$ cat config.mk
export PLATFORM = sky130hd
export DESIGN_NAME = dncd_judge
export DESIGN_NICKNAME = d
export VERILOG_FILES = /design/src/rtl/dncd_pkg.sv /design/src/rtl/dncd_judge.sv
export SDC_FILE = /design/constraint.sdc
export NUM_CORES = 1
export LEC_CHECK = 0
export CAP_MARGIN = 20
export CORE_UTILIZATION = 45
export DETAILED_ROUTE_END_ITERATION = 16
export DONT_BUFFER_PORTS = 1
export SETUP_SLACK_MARGIN = 0.05
export SLEW_MARGIN = 20
export SYNTH_ARGS = -nofsm -noshare
export SYNTH_HDL_FRONTEND = slang
export SYNTH_SLANG_ARGS = --single-unit
$ cat constraint.sdc
create_clock -name vclk -period 5.5
set_input_delay 0.825 -clock vclk [all_inputs]
set_output_delay 0.825 -clock vclk [all_outputs]
set_load 0.05 [all_outputs]
$ cat src/rtl/dncd_pkg.sv
// Shared constants and types for the depth neighbour-count speckle filter.
`timescale 1ns / 1ps
`default_nettype none

package dncd_pkg;

    // Line store geometry
    localparam int MAX_WIDTH = 1024;
    localparam int ADDR_W    = $clog2(MAX_WIDTH);

    // Field and register widths
    localparam int DEPTH_W  = 16;
    localparam int WIDTH_W  = 11;
    localparam int HEIGHT_W = 12;
    localparam int THR_W    = 17;
    localparam int MIN_W    = 4;
    localparam int CFG_W    = 17;
    localparam int CFG_IDX_W = 2;
    localparam int NB_W     = 8;
    localparam int CNT_W    = 4;

    // Register reset values
    localparam logic [WIDTH_W-1:0]  WIDTH_RESET  = WIDTH_W'(640);
    localparam logic [HEIGHT_W-1:0] HEIGHT_RESET = HEIGHT_W'(480);

    // Configuration register indexes
    typedef enum logic [CFG_IDX_W-1:0] {
        CFG_FRAME_WIDTH    = 2'd0,
        CFG_FRAME_HEIGHT   = 2'd1,
        CFG_DIFF_THRESHOLD = 2'd2,
        CFG_MIN_NEIGHBOURS = 2'd3
    } dncd_cfg_idx_t;

    // Input op codes
    typedef enum logic {
        OP_PIXEL = 1'b0,
        OP_DRAIN = 1'b1
    } dncd_op_t;

    // One window column, top row first
    typedef struct packed {
        logic [DEPTH_W-1:0] top;
        logic [DEPTH_W-1:0] mid;
        logic [DEPTH_W-1:0] bot;
    } dncd_col_t;

    // Frame position of the pixel being judged
    typedef struct packed {
        logic [HEIGHT_W-1:0] row;
        logic [WIDTH_W-1:0]  col;
    } dncd_pos_t;

    // Judge result: similar-neighbour mask and last-pixel flag
    typedef struct packed {
        logic [NB_W-1:0] similar;
        logic            frame_end;
    } dncd_judge_t;

endpackage

`default_nettype wire

$ cat src/rtl/dncd_judge.sv
// Neighbour comparison: eight masked threshold compares around the window centre.
`timescale 1ns / 1ps
`default_nettype none

module dncd_judge
    import dncd_pkg::*;
(
    input  wire dncd_col_t             left_col,
    input  wire dncd_col_t             mid_col,
    input  wire dncd_col_t             right_col,
    input  wire dncd_pos_t             pos,
    input  wire logic [WIDTH_W-1:0]    frame_width,
    input  wire logic [HEIGHT_W-1:0]   frame_height,
    input  wire logic [THR_W-1:0]      diff_threshold,
    output dncd_judge_t                result
);

    logic [DEPTH_W-1:0] centre;
    logic [DEPTH_W-1:0] nb [NB_W];
    logic [NB_W-1:0]    in_frame;
    logic               top_ok;
    logic               bot_ok;
    logic               left_ok;
    logic               right_ok;

    assign centre = mid_col.mid;

    // Neighbour order: top row left to right, middle left and right, bottom row
    assign nb[0] = left_col.top;
    assign nb[1] = mid_col.top;
    assign nb[2] = right_col.top;
    assign nb[3] = left_col.mid;
    assign nb[4] = right_col.mid;
    assign nb[5] = left_col.bot;
    assign nb[6] = mid_col.bot;
    assign nb[7] = right_col.bot;

    // Frame edges
    assign top_ok   = (pos.row != '0);
    assign bot_ok   = ((pos.row + HEIGHT_W'(1)) < frame_height);
    assign left_ok  = (pos.col != '0);
    assign right_ok = ((pos.col + WIDTH_W'(1)) < frame_width);

    assign in_frame[0] = top_ok & left_ok;
    assign in_frame[1] = top_ok;
    assign in_frame[2] = top_ok & right_ok;
    assign in_frame[3] = left_ok;
    assign in_frame[4] = right_ok;
    assign in_frame[5] = bot_ok & left_ok;
    assign in_frame[6] = bot_ok;
    assign in_frame[7] = bot_ok & right_ok;

    // Absolute difference against the threshold, per neighbour; last-pixel flag
    always_comb begin
        logic [DEPTH_W-1:0] diff;
        for (int i = 0; i < NB_W; i++) begin
            diff = (centre > nb[i]) ? (centre - nb[i]) : (nb[i] - centre);
            result.similar[i] = in_frame[i] & ({1'b0, diff} < diff_threshold);
        end
        result.frame_end = (pos.row == (frame_height - HEIGHT_W'(1)))
                         && (pos.col == (frame_width - WIDTH_W'(1)));
    end

endmodule

`default_nettype wire

# [Word-level counts from Yosys, hierarchy flattened]
# Cells that the tools add are included.
[op_classes] add_sub_neg=20 multipliers=0 div=0 order_cmp=18 eq_ne=2 shifts=0 muxes=8 bitwise_logic=12 reduce_logical=3
[op_table] cell="$sub A16 B16 Y16" n=16
[op_table] cell="$lt A16 B17 Y1" n=8
[op_table] cell="$gt A16 B16 Y1" n=8
[op_table] cell="$mux W16" n=8
[op_table] cell="$add A12 B1 Y12 const B" n=1
[op_table] cell="$and A1 B1 Y1" n=12
[op_table] cell="$eq A12 B12 Y1" n=1
[op_table] cell="$lt A12 B12 Y1" n=1
[op_table] cell="$reduce_bool A12 Y1" n=1
[op_table] cell="$sub A12 B1 Y12 const B" n=1
[op_table] cell="$add A11 B1 Y11 const B" n=1
[op_table] cell="$eq A11 B11 Y1" n=1
[op_table] cell="$lt A11 B11 Y1" n=1
[op_table] cell="$reduce_bool A11 Y1" n=1
[op_table] cell="$sub A11 B1 Y11 const B" n=1
[op_table] cell="$logic_and A1 B1 Y1" n=1
[totals] reg_bits=0 latchBits=0 ramBits=0 rom_bits=0 input_bits=207 output_inout_bits=9 elab_cells=63 mem_count=0

# [Longest topological paths before layout]
# Gate-level depths: netlist (run 1).
[logic_depth] word_depth=4 ltp_mapped=21 ltp_nobuf=20

# [Worst setup path before layout (run 1)]
# OpenSTA, ideal clock, no wires.
[synth_path] kind="input to output" from="input mid_col[16] (netlist bit)" to="output result[2] (netlist bit)" arrival_time_ps=5229 t_required_ps=4675 setup_slack_ps=-554 cell_stages=20 path_buffers=1 cell_sequence="inv_1 ha_1 inv_1 fa_1 a21o_1 nand4_1 a31oi_2 a2111oi_4 a21o_2 buf_6 mux2_1 ha_1 a21boi_0 o21ai_0 nand2b_1 a211oi_1 nor4_1 o211ai_1 a21oi_1 a211oi_1"
[synth_lines] item="from (decl)" line="dncd_judge.sv:9" text="input wire dncd_col_t mid_col,"
[synth_lines] item="to (decl)" line="dncd_judge.sv:15" text="output dncd_judge_t result"

==> flow_summary.json, run 1 <==
{
  "status": "finished, final reports clean",
  "hold_violations": 0,
  "setup_viol": 0,
  "power_per_cell_area_nw_per_um2": 138,
  "dieArea_um2": 36500,
  "synth_most_common_cell": "ha_1",
  "critPathBufInv": 4,
  "ir_drop_v": 0.0000877,
  "required_ns": 4.68,
  "clockPowerShare_pct": 0,
  "hpwlAfterDp_um": 47000,
  "cpPeakStageDelay_ns": 0.36,
  "antenna_cells": 0,
  "yosysTopAreaCellShare_pct": 30.9,
  "period_needed_ns": 5.35,
  "fin_setup_tns_ns": 0,
  "layout.nets": 2808,
  "synth_top_cells_by_count": "397 x ha_1, 232 x inv_1, 189 x a21oi_1",
  "gp_congestion": 0.971,
  "syn_area_um2": 16100,
  "synth_cells": 2138,
  "area_growth_pct": 10.6,
  "die_h_um": 191,
  "drtPass1Iterations": 5,
  "gr-total-overflow": 0,
  "rows": 68,
  "power_leakage_nw": 8.94,
  "yosysSeqAreaShare_pct": 0,
  "crit_path_end_kind": "primary output",
  "swShare_pct": 54.3,
  "yosys_warnings": 0,
  "drt_iter0_markers": 1177,
  "relSlewSlack_pct": 46.4,
  "avgViaCountPerCell": 6.15,
  "holdPathEnd": "result[5]",
  "antenna_found_initial": 0,
  "fin_crit_sh_pct": 97.3,
  "routed_wirelength_um": 59600,
  "crit_family": "compound AO/OA/AOI/OAI gates",
  "synth_area_per_cell_um2": 7.51,
  "slowest_stage": "and4_4",
  "fill_cells": 3500,
  "hold_path_depth": 2,
  "grt_pass1_wl_um": 88600,
  "synth_area_leaders": "ha_1 31%, a21o_1 6.2%, a21oi_1 5.9%",
  "synth.distinct_cells": 101,
  "ioPinCount": 216,
  "worstSetupPathType": "in2out",
  "tightest_slew_ns": 0.804,
  "grt_max_degree": 18,
  "rsz0062_at_grt": "no",
  "seq_cells": 0,
  "multi_input_area_um2": 15000,
  "ant_nets": 0,
  "cp_cell_sequence": "clkinvlp_4 > buf_12 > buf_4 > ha_1 > buf_4 > a21o_1 > a221oi_2 > o21ba_1 > o21ai_1 > a21o_2 > a221o_1 > mux2i_1 > xnor2_1 > ha_1 > a21o_1 > a21oi_1 > o22a_1 > and4_4",
  "drv_slew": 0,
  "critPathMaxFanout": 9,
  "start_kind": "input pin",
  "share_comb_of_total_power_pct": 100.0,
  "grt_pass1_vias": 15600,
  "num_vias": 16200,
  "worstHoldStart": "diff_threshold[16]",
  "core_area_um2": 34800,
  "io_buffers": 0,
  "wl_per_cell_um": 22.6,
  "timing.fmax_ghz": 0.187,
  "seqPwrFrac_pct": 0,
  "clkbuf_count": 0,
  "cts_hold_buf": 0,
  "finalPower_mw": 2.46,
  "syn_nets": 2758,
  "synth_top_area_cell": "ha_1",
  "power_switching_mw": 1.34,
  "drc": 0,
  "seq_area_um2": 0,
  "drive_gt1_share_pct": 12.4,
  "worstPathArrival_ns": 4.52,
  "initial_utilization_pct": 46.2,
  "track_usage_pct": 31.5,
  "hp-class": "in2out",
  "p_int_mw": 1.12,
  "die_w_um": 191,
  "maxCapViolCount": 0
}
==> cells by family (layout without fill, tap and decap cells) <==
family	Yosys count	in the layout	share of synthesized area (%)
compound gates	686	687	29.3
simple gates	484	484	15.7
fa+ha+maj	413	413	32.9
buf+inv	327	374	8.95
xor+xnor	159	159	8.67
mux	69	69	4.38
==> how the worst max path moves through the flow <==
stage | startpoint | end | depth (start not counted)
5_1_grt | mid_col[19] | result[3] | 20
6_report | mid_col[18] | result[8] | 18
3_5_place_dp | mid_col[16] | result[3] | 22
2_1_floorplan | mid_col[16] | result[2] | 20
3_3_place_gp | mid_col[16] | result[3] | 22
4_1_cts | mid_col[16] | result[3] | 21
==> layout by cell type, fill, tap and decap left out, types with 11 or more instances in the layout <==
master / synthesis / routed
ha_1: 397 / 383
inv_1: 232 / 227
a21oi_1: 189 / 179
a21o_1: 132 / 132
buf_4: 12 / 118
nor2_1: 106 / 106
xnor2_1: 91 / 91
nand2_1: 87 / 87
xor2_1: 68 / 68
o21ai_0: 76 / 63
mux2i_1: 58 / 53
nor3_1: 50 / 49
nand4_1: 45 / 45
nand3_1: 44 / 43
nor2b_1: 38 / 38
o21a_1: 35 / 35
o21ai_1: 20 / 32
o211ai_1: 25 / 25
a31oi_1: 24 / 24
o21bai_1: 23 / 23
a21oi_2: 12 / 22
and3_1: 23 / 21
nor4_1: 17 / 16
a211oi_1: 20 / 16
nand2b_1: 14 / 14
or3_1: 12 / 12
and2_1: 12 / 11
buf_12: 0 / 11
buf_6: 13 / 11
==> timing repair <==
item / 4_1_cts / 5_1_grt
pin swaps: 17 / 47
endpoints found under the setup margin: 6 / 8
gates cloned: 0 / 1
resized for setup: 34 / 87
setup buffers: 7 / 17
==> stage by stage <==
stage / setup slack, ns / hold slack (ns) / utilization [%] / std cells / area (um^2)
detailed placement: -0.0708 / 1.97 / 49.1 / 2617 / 17100
global route: 0.0265 / 1.97 / 51.0 / 2641 / 17800
floorplan: -0.0759 / 1.95 / - / 2138 / 16100
global placement: -0.0366 / 2.00 / 49.1 / 2617 / 17100
finish: 0.151 / 1.96 / 51.0 / 2641 / 17800
CTS: 0.0399 / 1.97 / 49.7 / 2624 / 17300
==> power by group through the flow <==
stage | clock network, mW | logic (mW) | registers, mW
after floorplan | 0 | 1.74 | 0
after global placement | 0 | 2.25 | 0
after detailed placement | 0 | 2.29 | 0
after CTS | 0 | 2.35 | 0
after global routing | 0 | 2.72 | 0
final | 0 | 2.46 | 0
==> cell type report <==
type / instances / share of cell area [%]
Inverter: 232 / 5.05
Multi-Input combinational cell: 1812 / 84.7
Tap cell: 455 / 3.20
Timing Repair Buffer: 142 / 7.09
==> per-layer routing <==
layer	part of all wire, %	vias to the layer above	GRT usage [%]	wire, um
met5	0	-	0	0
met4	5.6	0	14.3	3330
met3	7.9	154	6.06	4740
met2	45	618	52.0	26800
met1	41	7615	39.2	24700
li1	-	7850	-	-
Power figures use the tool's default switching activity.
==> inputs of run 2 (changes only) <==
--- a/config.mk
+++ b/config.mk
@@ -5,7 +5,9 @@
 export SDC_FILE = /design/constraint.sdc
 export NUM_CORES = 1
 export LEC_CHECK = 0
+export ABC_AREA = 1
 export CAP_MARGIN = 20
+export CORE_MARGIN = 4
 export CORE_UTILIZATION = 45
 export DETAILED_ROUTE_END_ITERATION = 16
 export DONT_BUFFER_PORTS = 1
==> run 2 against run 1 <==
Net effect:
- highest routed layer unchanged
- non-clock buffer count is 114 lower
- critical path type unchanged
- die area is 35% higher
- synthesized cell count is 81% higher
- power is 8.7% higher
- first-iteration DRC count is 56% higher
- count of clock-buffer cells in the layout stayed put
- sequential share of layout area stayed put
- synthesized area is 28% higher
- design area is 19% higher
- global-route usage is 1.4 points lower
- critical path depth is 6 higher
- routed wire length is 30% higher
==> flow_summary.json, run 2 <==
{
  "status": "finished, final reports clean",
  "ant_nets": 0,
  "antenna_found_initial": 0,
  "worstPathArrival_ns": 4.26,
  "layout.nets": 4476,
  "synth_cells": 3875,
  "initial_utilization_pct": 45.5,
  "io_buffers": 0,
  "cts_resized": 0,
  "finalPower_mw": 2.68,
  "synth_top_area_cell": "nand2_1",
  "setup_viol": 0,
  "rsz0062_at_grt": "no",
  "drive_gt1_share_pct": 3.19,
  "wl_per_cell_um": 17.4,
  "power_leakage_nw": 13.4,
  "critPathMaxFanout": 17,
  "hp-class": "in2out",
  "worstSetupPathType": "in2out",
  "drc": 0,
  "hold_violations": 0,
  "syn_area_um2": 20600,
  "grt_max_degree": 19,
  "slowest_stage": "fa_1",
  "cts_hold_buf": 0,
  "power_per_cell_area_nw_per_um2": 126,
  "syn_nets": 4495,
  "seq_area_um2": 0,
  "ioPinCount": 216,
  "die_h_um": 222,
  "yosysTopAreaCellShare_pct": 27.3,
  "grt_pass1_wl_um": 118000,
  "cp_cell_sequence": "inv_1 > buf_4 > ha_1 > inv_1 > fa_1 > nand3_1 > nand2_1 > nand2_1 > nand2_1 > nand2_1 > nand2_2 > nand2_4 > nand2_1 > o21ai_1 > inv_1 > ha_1 > a21oi_1 > o21ai_0 > nand2_1 > o211ai_1 > nand2_1 > nand2_1 > nor3_2 > buf_4",
  "period_needed_ns": 5.09,
  "synth.distinct_cells": 43,
  "required_ns": 4.68,
  "area_growth_pct": 3.06,
  "cpPeakStageDelay_ns": 0.44,
  "avgViaCountPerCell": 5.14,
  "critPathBufInv": 5,
  "cp_common_cell": "nand2_1",
  "fin_setup_tns_ns": 0,
  "die_w_um": 222,
  "final_common_cell": "nand2_1",
  "routed_wirelength_um": 77700,
  "tightest_slew_ns": 0.892,
  "gr-total-overflow": 0,
  "hpwlAfterDp_um": 63700,
  "drt_iter0_markers": 1839,
  "yosysSeqAreaShare_pct": 0,
  "dieArea_um2": 49300,
  "drtPass1Iterations": 5,
  "fin_crit_sh_pct": 92.5,
  "gp_congestion": 0.982,
  "track_usage_pct": 30.1,
  "relSlewSlack_pct": 40.3,
  "rows": 78,
  "clkbuf_count": 0,
  "crit_path_end_kind": "primary output",
  "worst_hold_slack_ns": 2.06,
  "core_area_um2": 45300,
  "timing.fmax_ghz": 0.197,
  "start_kind": "input pin",
  "synth_top_cells_by_count": "1496 x nand2_1, 738 x inv_1, 397 x ha_1",
  "drv_slew": 0,
  "cts_setup_buffers": 0,
  "seq_cells": 0,
  "synth_most_common_cell": "nand2_1",
  "ir_drop_v": 0.0000777,
  "synth_area_per_cell_um2": 5.32,
  "synth_area_leaders": "nand2_1 27%, ha_1 24%, inv_1 13%",
  "num_vias": 22900,
  "crit_family": "simple AND/OR/NAND/NOR gates",
  "grt_pass1_vias": 20900,
  "yosys_warnings": 0,
  "maxCapViolCount": 0,
  "antenna_cells": 0,
  "layout_common_cells": "1496 x nand2_1, 738 x inv_1, 397 x ha_1"
}
==> run 2: per-stage QoR <==
stage                     setup WS, ns  area, um^2  utilization, %  cells
after floorplan                  0.426       20600               -   3875
after global placement           0.443       21200            46.9   4454
after detailed placement         0.470       21200            46.9   4454
after CTS                        0.460       21200            46.9   4454
after global routing             0.185       21200            46.9   4454
final                            0.414       21200            46.9   4454
==> run 2: kinds of logic (layout without fill, tap and decap cells) <==
kind of cell	count (synthesis)	in the layout	share of synthesized area [%]
adder cells (fa/ha/maj)	413	413	25.7
XOR/XNOR	145	145	6.17
buffers and inverters	799	778	15.5
AND/OR/NAND/NOR	2120	2120	42.5
AO/OA/AOI/OAI	398	398	10.2
==> run 2: where the power goes <==
group / switching [mW] / internal [mW] / leakage, nW
sequential: 0 / 0 / 0
combinational: 1.74 / 0.937 / 13.4
clock: 0 / 0 / 0
total: 1.74 / 0.937 / 13.4
==> run 2: per-layer routing <==
metal  track usage (%)  vias up  share of wire, %
met1              40.7    10000                45
met5                 0        -                 0
met4              10.8        0               4.7
met3              6.10      155               8.7
li1                  -    11900                 -
met2              47.5      809                42
==> run 2: path summary, 6_finish.rpt <==
path / slack (ns) / start / cells after the start / endpoint
worst max-delay path: 0.41 / mid_col[16] / 24 / result[5]
worst min-delay path: 2.06 / diff_threshold[0] / 3 / result[4]
==> run 2: tightest hold or removal path: cells and delay by family <==
kind / cells / cell delay [ns]
buffers and inverters: 1 / 0.18
and+or+nand+nor: 1 / 0.07
AOI/OAI and AO/OA: 1 / 0.14
==> run 2: cell type report <==
cell class	instances	area (um^2)
multi-input combinational	3076	17400
inverter	750	2840
fill	5278	24100
timing repair buffer	28	210
tap	600	751
==> inputs of run 3 (changes only) <==
--- a/config.mk
+++ b/config.mk
@@ -7,7 +7,6 @@
 export LEC_CHECK = 0
 export ABC_AREA = 1
 export CAP_MARGIN = 20
-export CORE_MARGIN = 4
 export CORE_UTILIZATION = 45
 export DETAILED_ROUTE_END_ITERATION = 16
 export DONT_BUFFER_PORTS = 1
==> run 3 against run 2 <==
Net effect:
- setup slack worse by 0.0067 ns
- via count is 1.1% higher
- non-clock buffer count is 3 lower
- routed wire length is 1.1% lower
- hold slack better by 0.0036 ns
- maximum frequency is 0.13% lower
- die area is 5.3% lower
- flip-flop and latch count stayed put
- combinational power hardly changed
- power is 0.21% higher
- critical path type unchanged
- largest cell class unchanged
- largest power group unchanged
==> flow_summary.json, run 3 (synthesis results as in run 2) <==
{
  "wl_met2_um": 32800,
  "cpPeakStageDelay_ns": 0.53,
  "required_ns": 4.68,
  "dieArea_um2": 46600,
  "fill_cells": 5270,
  "crit_family": "simple AND/OR/NAND/NOR gates",
  "power_per_cell_area_nw_per_um2": 126,
  "power_leakage_nw": 13.4,
  "start_kind": "input pin",
  "antenna_found_initial": 4,
  "maxCapViolCount": 0,
  "final_common_cell": "nand2_1",
  "hold_violations": 0,
  "initial_utilization_pct": 45.5,
  "drv_slew": 0,
  "status": "finished, final reports clean",
  "routed_wirelength_um": 76900,
  "critPathBufInv": 5,
  "worstSetupPathType": "in2out",
  "clkbuf_count": 0,
  "cts_hold_buf": 0,
  "ant_nets": 0,
  "fin_crit_sh_pct": 92.6,
  "worst_hold_slack_ns": 2.06,
  "rows": 78,
  "ir_drop_v": 0.000102,
  "wl_met1_um": 34500,
  "track_usage_pct": 32.1,
  "num_vias": 23200,
  "wl_per_cell_um": 17.3,
  "area_growth_pct": 2.96,
  "tightest_slew_ns": 0.883,
  "fin_setup_tns_ns": 0,
  "cp_cell_sequence": "inv_1 > ha_1 > nand2_2 > nor2_2 > and2_4 > nand2_1 > nand2_2 > nand2_4 > inv_4 > nand2_1 > nand2_1 > inv_1 > ha_1 > nand2_1 > inv_1 > o21ai_0 > nand3_1 > nand2_1 > nand2_1 > nand2_1 > nand2_1 > a21oi_1 > buf_4",
  "core_area_um2": 45300,
  "cp_common_cell": "nand2_1",
  "avgViaCountPerCell": 5.20,
  "grt_pass1_vias": 21300,
  "cts_resized": 0,
  "period_needed_ns": 5.09,
  "hp-class": "in2out",
  "layout.nets": 4473,
  "rsz0062_at_grt": "no",
  "hold_path_depth": 3,
  "gr-total-overflow": 0,
  "io_buffers": 0,
  "slowest_stage": "inv_1",
  "top_layer": "met4",
  "grt_max_degree": 19,
  "ioPinCount": 216,
  "cts_setup_buffers": 0,
  "grt_pass1_wl_um": 117000,
  "crit_path_end_kind": "primary output",
  "route.met3.wl_um": 6300,
  "worstPathArrival_ns": 4.27,
  "relSlewSlack_pct": 40.9,
  "drt_iter0_markers": 1999,
  "worstHoldStart": "diff_threshold[0]",
  "hpwlAfterDp_um": 63100,
  "seq_area_um2": 0,
  "drive_gt1_share_pct": 3.12,
  "critPathMaxFanout": 17,
  "die_h_um": 216,
  "setup_viol": 0,
  "final_core_util_pct": 46.8,
  "die_w_um": 216,
  "layout_common_cells": "1496 x nand2_1, 738 x inv_1, 397 x ha_1",
  "seq_cells": 0,
  "multi_input_area_um2": 17400,
  "gp_congestion": 0.997,
  "drtPass1Iterations": 6,
  "timing.fmax_ghz": 0.196,
  "drc": 0,
  "holdPathEnd": "result[1]"
}
[run 3: cell types whose count changed in the layout (fill, tap and decap cells not counted), sizes merged]
cell   delta
diode     +1
buf       -3
[run 3: how the worst max path moves through the flow]
stage,cells past startpoint,endpoint,startpoint
2_1_floorplan,22,result[1],mid_col[16]
5_1_grt,26,result[2],mid_col[18]
3_5_place_dp,23,result[2],mid_col[26]
4_1_cts,23,result[2],mid_col[26]
3_3_place_gp,20,result[3],mid_col[18]
6_report,23,result[2],mid_col[26]
[run 3: where the power goes]
group | switching, mW | internal (mW)
clock | 0 | 0.0000000244
sequential | 0 | 0
combinational | 1.74 | 0.936
total | 1.74 | 0.936
[run 3: final cells by class]
class	count	area share [%]
well taps	600	3.54
repair buffers	25	0.885
multi-input cells	3076	82.2
inverters	750	13.4
diodes	1	0.0118
[run 3: layer usage]
metal,up-vias,GRT usage [%]
li1,11900,-
met1,10200,43.4
met2,844,52.0
met3,117,3.99
met4,0,11.8
met5,-,0
[run 3: metrics by stage]
| step | total power, mW | worst slack (ns) | instances | area, um^2 |
|---|---|---|---|---|
| 2_1_floorplan | 2.07 | 0.426 | 3875 | 20600 |
| 3_3_place_gp | 2.64 | 0.544 | 4451 | 21200 |
| 3_5_place_dp | 2.64 | 0.531 | 4451 | 21200 |
| 4_1_cts | 2.65 | 0.523 | 4451 | 21200 |
| 5_1_grt | 3.07 | 0.155 | 4451 | 21200 |
| 6_report | 2.68 | 0.407 | 4452 | 21200 |
